==> config.mk <==
export PLATFORM = sky130hd
export DESIGN_NAME = met_ctrl
export DESIGN_NICKNAME = d
export VERILOG_FILES = /design/src/rtl/met_pkg.sv /design/src/rtl/met_ctrl.sv
export VERILOG_INCLUDE_DIRS = /design/src /design/src/rtl
export SDC_FILE = /design/constraint.sdc
export NUM_CORES = 1
export LEC_CHECK = 0
export BUFFER_PORTS_ARGS = -buffer_cell sky130_fd_sc_hd__buf_2
export CORE_AREA = 2 2 39 41
export CTS_BUF_LIST = sky130_fd_sc_hd__clkbuf_8
export DETAILED_ROUTE_END_ITERATION = 12
export DIE_AREA = 0 0 41 43
export GPL_TIMING_DRIVEN = 0
export PLACE_DENSITY = 0.66
export SETUP_SLACK_MARGIN = 0.1
export SLEW_MARGIN = 10
export SYNTH_ARGS = -nofsm -noshare
export SYNTH_HDL_FRONTEND = slang
export SYNTH_SLANG_ARGS = --single-unit
==> constraint.sdc <==
create_clock -name clk -period 1.95 [get_ports clk]
set_clock_uncertainty 0.05 [all_clocks]
set_input_delay 0.195 -clock clk [delete_from_list [all_inputs] [get_ports clk]]
set_output_delay 0.195 -clock clk [all_outputs]
set_load 0.03 [all_outputs]
==> src/rtl/mandelbrot_escape_time_macros.svh <==
// Assertion macros shared by the escape-time RTL.
// Used by met_ctrl and met_dp; no other dependencies.
`ifndef MANDELBROT_ESCAPE_TIME_MACROS_SVH
`define MANDELBROT_ESCAPE_TIME_MACROS_SVH

// Same-cycle implication, checked at each rising edge outside reset.
`define MET_ASSERT_IMP(label, clk, rst, ante, cons, msg) \
  label: assert property (@(posedge clk) disable iff (rst) (ante) |-> (cons)) \
    else $error(msg);

// Next-cycle implication, checked at each rising edge outside reset.
`define MET_ASSERT_NXT(label, clk, rst, ante, cons, msg) \
  label: assert property (@(posedge clk) disable iff (rst) (ante) |=> (cons)) \
    else $error(msg);

`endif

==> src/rtl/met_pkg.sv <==
// Shared types and constants for the Mandelbrot escape-time block.
// No dependencies; imported by met_ctrl, met_dp and the top level.
package met_pkg;

  // Width of one coordinate on the input port.
  localparam int COORD_WIDTH = 32;
  // Default number of fraction bits of a coordinate.
  localparam int MET_FRAC_BITS = 28;
  // Width of the iteration counter and the limit register.
  localparam int CNT_W = 16;
  // Iteration limit after reset.
  localparam logic [CNT_W-1:0] MAX_ITER_RESET = CNT_W'(256);

  // One input point.
  typedef struct packed {
    logic signed [COORD_WIDTH-1:0] c_real;
    logic signed [COORD_WIDTH-1:0] c_imag;
  } met_point_t;

  // One result.
  typedef struct packed {
    logic [CNT_W-1:0] iteration_count;
    logic             escaped;
    logic             in_cardioid;
  } met_result_t;

  // Commands from the controller to the datapath.
  typedef struct packed {
    logic load;      // capture a point and set up the result flags
    logic mul;       // register the squares and cross product of z
    logic msum;      // register |c|^2 and the cardioid factor
    logic cmul;      // register the cardioid product
    logic card_set;  // mark the point as inside the cardioid
    logic step;      // count one iteration and advance z
    logic out_load;  // copy the finished result to the output register
  } met_cmd_t;

  // Status from the datapath to the controller.
  typedef struct packed {
    logic far;         // incoming point lies outside the +/-4 box
    logic card_hit;    // cardioid test holds
    logic limit_zero;  // iteration limit is zero
    logic escape;      // |z|^2 > 4 for the current z
    logic last;        // this iteration reaches the limit
  } met_sts_t;

endpackage

==> src/rtl/met_ctrl.sv <==
// Sequencer of the escape-time block: cardioid test, then the iteration loop.
// Depends on met_pkg and mandelbrot_escape_time_macros.svh.
`include "mandelbrot_escape_time_macros.svh"

module met_ctrl import met_pkg::*; (
  input  logic     clk,
  input  logic     rst,
  input  logic     point_valid,
  output logic     point_stall,
  output logic     result_valid,
  input  logic     result_stall,
  input  met_sts_t sts,
  output met_cmd_t cmd
);

  typedef enum logic [7:0] {
    ST_IDLE = 8'b0000_0001,
    ST_SQ   = 8'b0000_0010,
    ST_MSUM = 8'b0000_0100,
    ST_CMUL = 8'b0000_1000,
    ST_CCMP = 8'b0001_0000,
    ST_IMUL = 8'b0010_0000,
    ST_ICHK = 8'b0100_0000,
    ST_DONE = 8'b1000_0000
  } met_state_t;

  met_state_t state;
  met_state_t state_next;

  // A point is taken only while no other point is in work.
  assign point_stall = (state != ST_IDLE);

  // Next state and datapath commands.
  always_comb begin
    state_next = state;
    cmd        = '0;
    case (state)
      ST_IDLE: begin
        if (point_valid) begin
          cmd.load   = 1'b1;
          state_next = sts.far ? ST_DONE : ST_SQ;
        end
      end
      ST_SQ: begin
        cmd.mul    = 1'b1;
        state_next = ST_MSUM;
      end
      ST_MSUM: begin
        cmd.msum   = 1'b1;
        state_next = ST_CMUL;
      end
      ST_CMUL: begin
        cmd.cmul   = 1'b1;
        state_next = ST_CCMP;
      end
      ST_CCMP: begin
        if (sts.card_hit) begin
          cmd.card_set = 1'b1;
          state_next   = ST_DONE;
        end else if (sts.limit_zero) begin
          state_next = ST_DONE;
        end else begin
          state_next = ST_IMUL;
        end
      end
      ST_IMUL: begin
        cmd.mul    = 1'b1;
        state_next = ST_ICHK;
      end
      ST_ICHK: begin
        cmd.step   = 1'b1;
        state_next = (sts.escape || sts.last) ? ST_DONE : ST_IMUL;
      end
      ST_DONE: begin
        if (!result_valid || !result_stall) begin
          cmd.out_load = 1'b1;
          state_next   = ST_IDLE;
        end
      end
      default: begin
        state_next = ST_IDLE;
      end
    endcase
  end

  // State register.
  always_ff @(posedge clk) begin
    if (rst) begin
      state <= ST_IDLE;
    end else begin
      state <= state_next;
    end
  end

  // The output register holds a result until its transfer completes.
  always_ff @(posedge clk) begin
    if (rst) begin
      result_valid <= 1'b0;
    end else if (cmd.out_load) begin
      result_valid <= 1'b1;
    end else if (!result_stall) begin
      result_valid <= 1'b0;
    end
  end

  `MET_ASSERT_IMP(a_out_slot_free, clk, rst, cmd.out_load, !result_valid || !result_stall, "result overwritten while stalled")
  `MET_ASSERT_NXT(a_accept_start, clk, rst, point_valid && !point_stall, state == ST_SQ || state == ST_DONE, "bad state after point transfer")

endmodule

## Word level (Yosys, flattened, before mapping)

Cells that the tools add are included.

| word-level totals | value |
|---|---|
| register bits after elaboration | 9 |
| bits in latches | 0 |
| RAM bits | 0 |
| memory bits (read-only) | 0 |
| input port bits | 9 |
| output and inout bits | 9 |
| word-level logic and storage cells | 39 |
| memories | 0 |

| operators by class | value |
|---|---|
| add/subtract/negate cells | 0 |
| multiply operators | 0 |
| div/mod/pow operators | 0 |
| order comparisons | 0 |
| equal/unequal tests | 12 |
| shifts and indexed selects | 0 |
| mux-type cells | 19 |
| bitwise logic cells | 0 |
| reductions and logical operators | 6 |

Operators with widths:

| cell | count |
|---|---|
| $pmux W8 S8 | 1 |
| $mux W8 | 6 |
| $mux W1 | 12 |
| $eq A8 B1 Y1 const B | 1 |
| $eq A8 B2 Y1 const B | 1 |
| $eq A8 B3 Y1 const B | 1 |
| $eq A8 B4 Y1 const B | 1 |
| $eq A8 B5 Y1 const B | 1 |
| $eq A8 B6 Y1 const B | 1 |
| $eq A8 B7 Y1 const B | 1 |
| $eq A8 B8 Y1 const B | 1 |
| $ne A8 B1 Y1 const B | 1 |
| $ne A2 B2 Y1 const B | 2 |
| $logic_not A1 Y1 | 2 |
| $logic_or A1 B1 Y1 | 2 |
| $ne A2 B1 Y1 const B | 1 |
| $reduce_and A2 Y1 | 1 |
| $reduce_or A2 Y1 | 1 |

## Depth between registers and ports, before layout

Gate-level depths: netlist of run 1.

| logic depth | value |
|---|---|
| depth in word-level cells | 5 |
| gate-level depth with buffers | 7 |

## Worst setup path after synthesis of run 1

Ideal clock, no wire load.

| path | value |
|---|---|
| kind | reg2reg |
| start point | register state[4] |
| end point | register state[3] |
| setup time | 80 ps |
| data arrival time | 1670 ps |
| setup slack | 150 ps |
| cell stages (with the launch flop) | 5 |
| buffers on the path | 0 |
| period minus slack after synthesis | 1800 ps |
| path through | dfxtp_1 > nor4_4 > nand2b_2 > nor4b_2 > nor3b_1 |

| on the way | value |
|---|---|
| longest elaborated chain between the ends | 3 |
| elaborated cells on any way between the ends | 12 |
| those cells by class | eq/ne (10); mux (1); reduce/logical (1) |

RTL lines:

| item | RTL line | source |
|---|---|---|
| start: declaration | met_ctrl.sv:27 | `met_state_t state;` |
| start signal: assignment | met_ctrl.sv:91 | `state <= state_next;` |
| $eq A8 B8 Y1 or $eq A8 B1 Y1 (tied branches) | met_ctrl.sv:37 | `case (state)` |
| $ne A2 B2 Y1 (no line) | n/a |  |
| $reduce_and A2 Y1 (no line) | n/a |  |

Parallel ways exist; a longest one is shown, timed or not.
A chain may end at the register's enable or synchronous reset.

==> out/results.tsv, run 1 <==
metric	value	unit
initial core utilization	38.88	%
Syn. warnings	0	
Top FF cell, synth	dfxtp_1	
WL final	1.203	mm
core footprint	1384	µm²
Post-Synthesis Cells	57	
maxcap violations	0	
reg2reg path depth	7	
first drt pass iteration count	4	
Post-synth EDFFs	0	
met3 Track Usage GR	3.141	%
worst-margin pin slew	423.0	ps
Max Buffers Root-to-Sink	2	
M1 GR Usage	19.87	%
Die H	43	µm
largest net degree at the start of global routing	11	
DIE WIDTH	41	µm
via/cell ratio	5.276	
Placer Congestion	0.7428	
total die area	1763	µm²
CP cell instances	nor4_4 > and4b_2 > and2_4 > buf_6	
IO buf count	16	
grt ovf	0	
unrepaired setup endpoints after global routing	true	
Seq/Total Area, Yosys	33.49	%
Iter 0 DRT Violations	6	
Critical Path End Type	output pin	
pwr/cell area	757.6	nW/µm²
Num CTS Buffers	3	
Fillers	126	
Root Buffer	clkbuf_8	
vias	517	
first-pass GRT wire length	1.918	mm
Lkg Pwr	0.3343	nW
H-Tree Depth	1	
WP buf/inv	1	
antenna-violating nets left	0	
Hold Crit Depth	2	
IO Pins	18	
Mapped Area	538.0	µm²
post-synthesis register bit count	9	
CP Launch Type	flop	
Crit Path Class	flop to output pin	
post-synth top area cell	dfxtp_1	
Area Overhead vs Synth	38.84	%
Crit. path cell count	4	
Final Slew Violations	0	
Sequential cell area	185.2	µm²
Rows	14	
fraction of registers with async set/reset	0	%
drt wl/cell	12.28	µm
Setup violations, final	0	
CP max stage delay	410	ps
Hold Vio Cnt, Final	0	
Distinct cells, synth	31	
vias in the first global route	473	
Max FO, Critical Path	6	
Worst EP required	1700	ps
share of layout cells above drive strength 1	47.56	%
worst skew pair latency	230	ps
DRC violations left	0	
area taken by multi-input logic gates	354.1	µm²
Critical Path AT	1550	ps
Rel. slew slack	71.80	%
status	finished clean	
Most Crowded Layer GR	met2	
clock sinks	9	
TNS Setup	0	ps
post-synth top area share	33.49	%
n_diodes	0	
nets@finish	92	
Worst Hold Class	input port to flop	
Tcrit/Tclk final	91.83	%
Max Clock Freq	0.5585	GHz
final setup margin	159.4	ps
pre-CTS WS	291.4	ps
Syn Area/Cell	9.439	µm²
Tmin final	1791	ps
clock slew at reported path FFs	40	ps
GRT Util Overall	16.13	%
Max VDD drop	0.0005512	V
HPWL Detailed	836.9	µm
antenna violations before repair	0	
cell family with most CP delay	simple AND/OR/NAND/NOR gates	
Global Route met2 Usage	24.38	%
Post-Synthesis Net Count	66	
CTS tree	done	
Slowest cell on crit path	nor4_4	
top cells by area, synth	dfxtp_1 (33%), nand4b_1 (8.1%), nor4_4 (7.9%)	
## worst reg2reg max path, cell delays in order, from the launching register on
cell and delay, ps:
dfxtp_4 350, nor4_4 410, buf_4 180, buf_4 90, nand4b_1 180, o21ai_4 130
o21bai_2 160, o31ai_2 80
## routing by layer
| layer | routed length (µm) | share of wire, % |
|---|---|---|
| met5 | 0 | 0 |
| met2 | 614 | 51 |
| met1 | 523 | 43 |
| met4 | 15 | 1.2 |
| met3 | 49 | 4.1 |
## state kept, by name (all words and copies together), names as in the netlist
register and flops:
state 8, result_valid 1
## final timing paths
check                    start           end  slack [ps]
setup / recovery      state[0]        cmd[2]         160
hold / removal          sts[4]      state[1]          90
setup reg to reg      state[0]      state[7]         200
hold reg to reg   result_valid  result_valid         440
## through the flow
step                hold slack [ps]  util (%)  power [mW]  std cells  area [µm²]
floorplan                     221.1         -      0.2989         57       538.0
global placement              332.1     46.11      0.3275         89       638.1
detailed placement            330.1     46.11      0.3289         89       638.1
CTS                           90.79     50.36      0.5452         94       696.9
global route                  95.06     53.98      0.5941         98       747.0
finish                        88.96     53.98      0.5659         98       747.0
## report_power, final
group	switching [mW]	internal (mW)	leakage, nW
registers	0.00856	0.193	0.0736
logic	0.0816	0.0714	0.234
clock network	0.0746	0.137	0.0269
total	0.165	0.401	0.334
## what timing repair did
item	4_1_cts	5_1_grt
setup endpoints to repair	5	7
buffers inserted	1	4
cloned	0	0
pin swaps	2	4
gates resized for setup	2	9
hold endpoints to repair	0	0
hold buffers	0	0
## synthesized netlist by cell type, types with 2 or more instances
library cell / number
a21oi_1: 3
dfxtp_1: 9
nand2_1: 3
nand4b_1: 5
nor2_1: 7
nor3_1: 2
nor3b_1: 2
nor4_4: 2
o21ai_0: 2
## cell usage in the layout (no fill, tap or decap), types with 2 or more instances in the layout
cell	n
buf_2	12
nor2_1	7
dfxtp_1	7
buf_4	6
nand4b_1	5
a21oi_1	3
nand2_1	3
clkbuf_8	3
nor4_4	2
nor3_1	2
inv_1	2
nor3b_1	2
o21ai_0	2
clkbuf_4	2
## final cells by class
| class | instances | share of cell area (%) |
|---|---|---|
| clock buffers | 3 | 5.528 |
| clock inverters | 1 | 0.5025 |
| flip-flops and latches | 9 | 24.79 |
| well taps | 16 | 2.680 |
| repair buffers | 21 | 17.59 |
| inverters | 2 | 1.005 |
| multi-input cells | 45 | 47.40 |
| plain buffers | 1 | 0.5025 |
## kinds of logic (layout without fill, tap and decap cells)
logic type	count (synthesis)	after routing	share of synthesized area (%)
DFF	9	9	33.49
buffers and inverters	3	28	2.091
xor gates and xnor gates	1	1	1.628
and+or+nand+nor	32	32	44.42
AOI/OAI and AO/OA	12	12	18.37
Power figures use the tool's default switching activity.
==> inputs of run 2 (changes only) <==
--- a/config.mk
+++ b/config.mk
@@ -7,4 +7,5 @@
 export NUM_CORES = 1
 export LEC_CHECK = 0
+export ABC_CLOCK_PERIOD_IN_PS = 1700
 export BUFFER_PORTS_ARGS = -buffer_cell sky130_fd_sc_hd__buf_2
 export CORE_AREA = 2 2 39 41
==> constraint.sdc (replaced) <==
create_clock -name clk -period 1.7 [get_ports clk]
set_clock_uncertainty 0.05 [all_clocks]
set_input_delay 0.085 -clock clk [delete_from_list [all_inputs] [get_ports clk]]
set_output_delay 0.085 -clock clk [all_outputs]
set_load 0.03 [all_outputs]
==> run 2 against run 1 <==
Against the previous run: non-clock buffer count increased by 8; cell area increased by 16%; core utilization increased by 8.6 points; sequential share of layout area decreased by 2.7 points; critical path depth increased by 1; worst hold slack improved by 20 ps; critical path type unchanged; via count increased by 6.0%; sequential cell count unchanged; sequential power increased by 14%; largest power group unchanged.
==> out/results.tsv, run 2 (synthesized netlist as in run 1, its figures left out) <==
metric	value	unit	change
Hold Vio Cnt, Final	0		unchanged
Num CTS Buffers	3		unchanged
hold path startpoint	result_stall		
Critical Path AT	1490	ps	-60 ps
Area Overhead vs Synth	60.93	%	
pre-CTS WS	37.66	ps	-253.7 ps
CTS tree	done		
IO buf count	16		unchanged
Placer Congestion	0.7452		+0.32%
design area	865.8	µm²	+16%
Top Registers	state: 8 flops, result_valid: 1 flops		
Hold EP	result_valid		
drt wl/cell	12.03	µm	-2.0%
pwr/cell area	784.5	nW/µm²	+3.6%
Root Buffer	clkbuf_8		
H-Tree Depth	1		unchanged
Die H	43	µm	unchanged
Area after DPL	649.4	µm²	+1.8%
Setup violations, final	0		unchanged
Critical Path End Type	output pin		
worst-margin pin slew	448.7	ps	+25.69 ps
max reg flops	8		unchanged
vias in the first global route	478		+1.1%
Clk network pwr share	35.1	%	-2.3 points
DRC violations left	0		unchanged
Rows	14		unchanged
reg2reg setup slack	80	ps	-120 ps
antenna violations before repair	0		unchanged
Max Clock Freq	0.6161	GHz	
Hold Crit Depth	3		+1
reg2reg path depth	6		-1
clock sinks	9		unchanged
n_diodes	0		unchanged
largest net degree at the start of global routing	11		unchanged
Rel. slew slack	70.09	%	-1.7 points
via/cell ratio	5.170		-2.0%
CP Launch Type	flop		
WL final	1.275	mm	+6.0%
Net Switching	196.1	µW	+19%
Tmin final	1623	ps	
Iter 0 DRT Violations	9		+3
final setup margin	76.93	ps	-82.48 ps
highest-count cells in the layout ignoring fill and taps	buf_4 (13), buf_2 (9), nor2_1 (7)		
CP cell instances	nor4_4 > buf_4 > nand3_1 > a21oi_2 > buf_6		
Post-Route M1 WL	574	µm	+9.8%
Fillers	114		-9.5%
commonest non-fill, non-tap cell in the layout	buf_4		
Worst Hold Class	input port to flop		
DIE WIDTH	41	µm	unchanged
first drt pass iteration count	4		unchanged
sw frac	28.87	%	-0.22 points
Seq pwr share	33.8	%	-1.8 points
Tcrit/Tclk final	95.47	%	
unrepaired setup endpoints after global routing	true		
maxcap violations	0		unchanged
Max FO, Critical Path	5		-1
Slowest cell on crit path	dfxtp_4		
total die area	1763	µm²	unchanged
core footprint	1384	µm²	unchanged
Crit Path Class	flop to output pin		
IO Pins	18		unchanged
most flop-heavy register	state		
worst reg2reg endpoint	state[7]		
internal power	483.1	µW	+20%
Critical Path Source	state[2]		
Logic pwr share	31.1	%	+4.1 points
met3 wire len	49	µm	unchanged
routed wl met2	640	µm	+4.2%
worst skew pair latency	230	ps	about the same
clock slew at reported path FFs	40	ps	about the same
HPWL Detailed	838.3	µm	+0.17%
max layer used	met4		
nets@finish	100		+8.7%
antenna-violating nets left	0		unchanged
status	finished clean		
Max VDD drop	0.0005683	V	+3.1%
Worst R2R Start	state[2]		
Max Buffers Root-to-Sink	2		unchanged
first-pass GRT wire length	1.904	mm	-0.73%
CP max stage delay	350	ps	-60 ps
Lkg Pwr	0.3802	nW	+14%
grt ovf	0		unchanged
Worst EP required	1560	ps	-140 ps
share of layout cells above drive strength 1	56.67	%	+9.1 points
initial core utilization	38.88	%	unchanged
Final Slew Violations	0		unchanged
GRT Util Overall	15.58	%	-0.55 points
vias	548		+6.0%
-- run 2: cell types whose count changed in the layout (fill, tap and decap cells not counted), moves of 2 or more --
cell and delta:
dfxtp_1 -3, buf_2 -3, buf_6 +5, clkbuf_4 -2, buf_4 +7, dfxtp_2 +2
-- run 2: critical path, delay by kind of cell (launching register included) --
kind	cells	cell delay, ps
simple gates	2	440
buf+inv	2	320
flops	1	350
compound gates	1	140
-- run 2: repair_timing --
item / CTS / global route
hold buffers: 1 / 0
pin swaps: 4 / 6
hold endpoints to repair: 1 / 0
setup endpoints to repair: 10 / 12
buffers inserted: 6 / 6
resized for setup: 11 / 16
cloned: 0 / 0
-- run 2: worst max-delay path by stage --
stage | end | slack (ps)
after detailed placement | state[7] | 40
after global routing | cmd[4] | -20
final | cmd[0] | 80
after floorplan | cmd[3] | 50
after global placement | state[7] | 30
after CTS | cmd[4] | 90
-- run 2: layout make-up --
type | instances | area, µm² | share of cell area, %
Inverter | 2 | 7.507 | 0.8671
Buffer | 1 | 3.754 | 0.4335
Clock inverter | 1 | 3.754 | 0.4335
Multi-Input combinational cell | 45 | 377.9 | 43.64
Clock buffer | 3 | 41.29 | 4.769
Tap cell | 16 | 20.02 | 2.312
Timing Repair Buffer | 29 | 220.2 | 25.43
Sequential cell | 9 | 191.4 | 22.11
-- run 2: layer usage --
metal / up-vias / GRT usage, %
met5: - / 0
met4: 0 / 6.000
met1: 250 / 20.32
li1: 279 / -
met3: 2 / 3.141
met2: 17 / 24.06
-- run 2: power groups by stage --
stage               Combinational, mW  Clock (mW)  Sequential [mW]
floorplan                       0.108           0            0.238
global placement                0.140           0            0.239
detailed placement              0.140           0            0.240
CTS                             0.190       0.240            0.230
global route                    0.228       0.256            0.230
finish                          0.211       0.239            0.229
-- run 2: through the flow --
step,hold slack (ps),TNS (ps),util (%),power (mW),cells
finish,108.8,0,62.57,0.6793,106
global route,125.9,-21.11,62.57,0.7140,106
CTS,94.75,0,56.06,0.6607,100
detailed placement,220.4,0,46.93,0.3790,89
global placement,221.1,0,46.93,0.3784,89
floorplan,111.1,0,-,0.3454,57
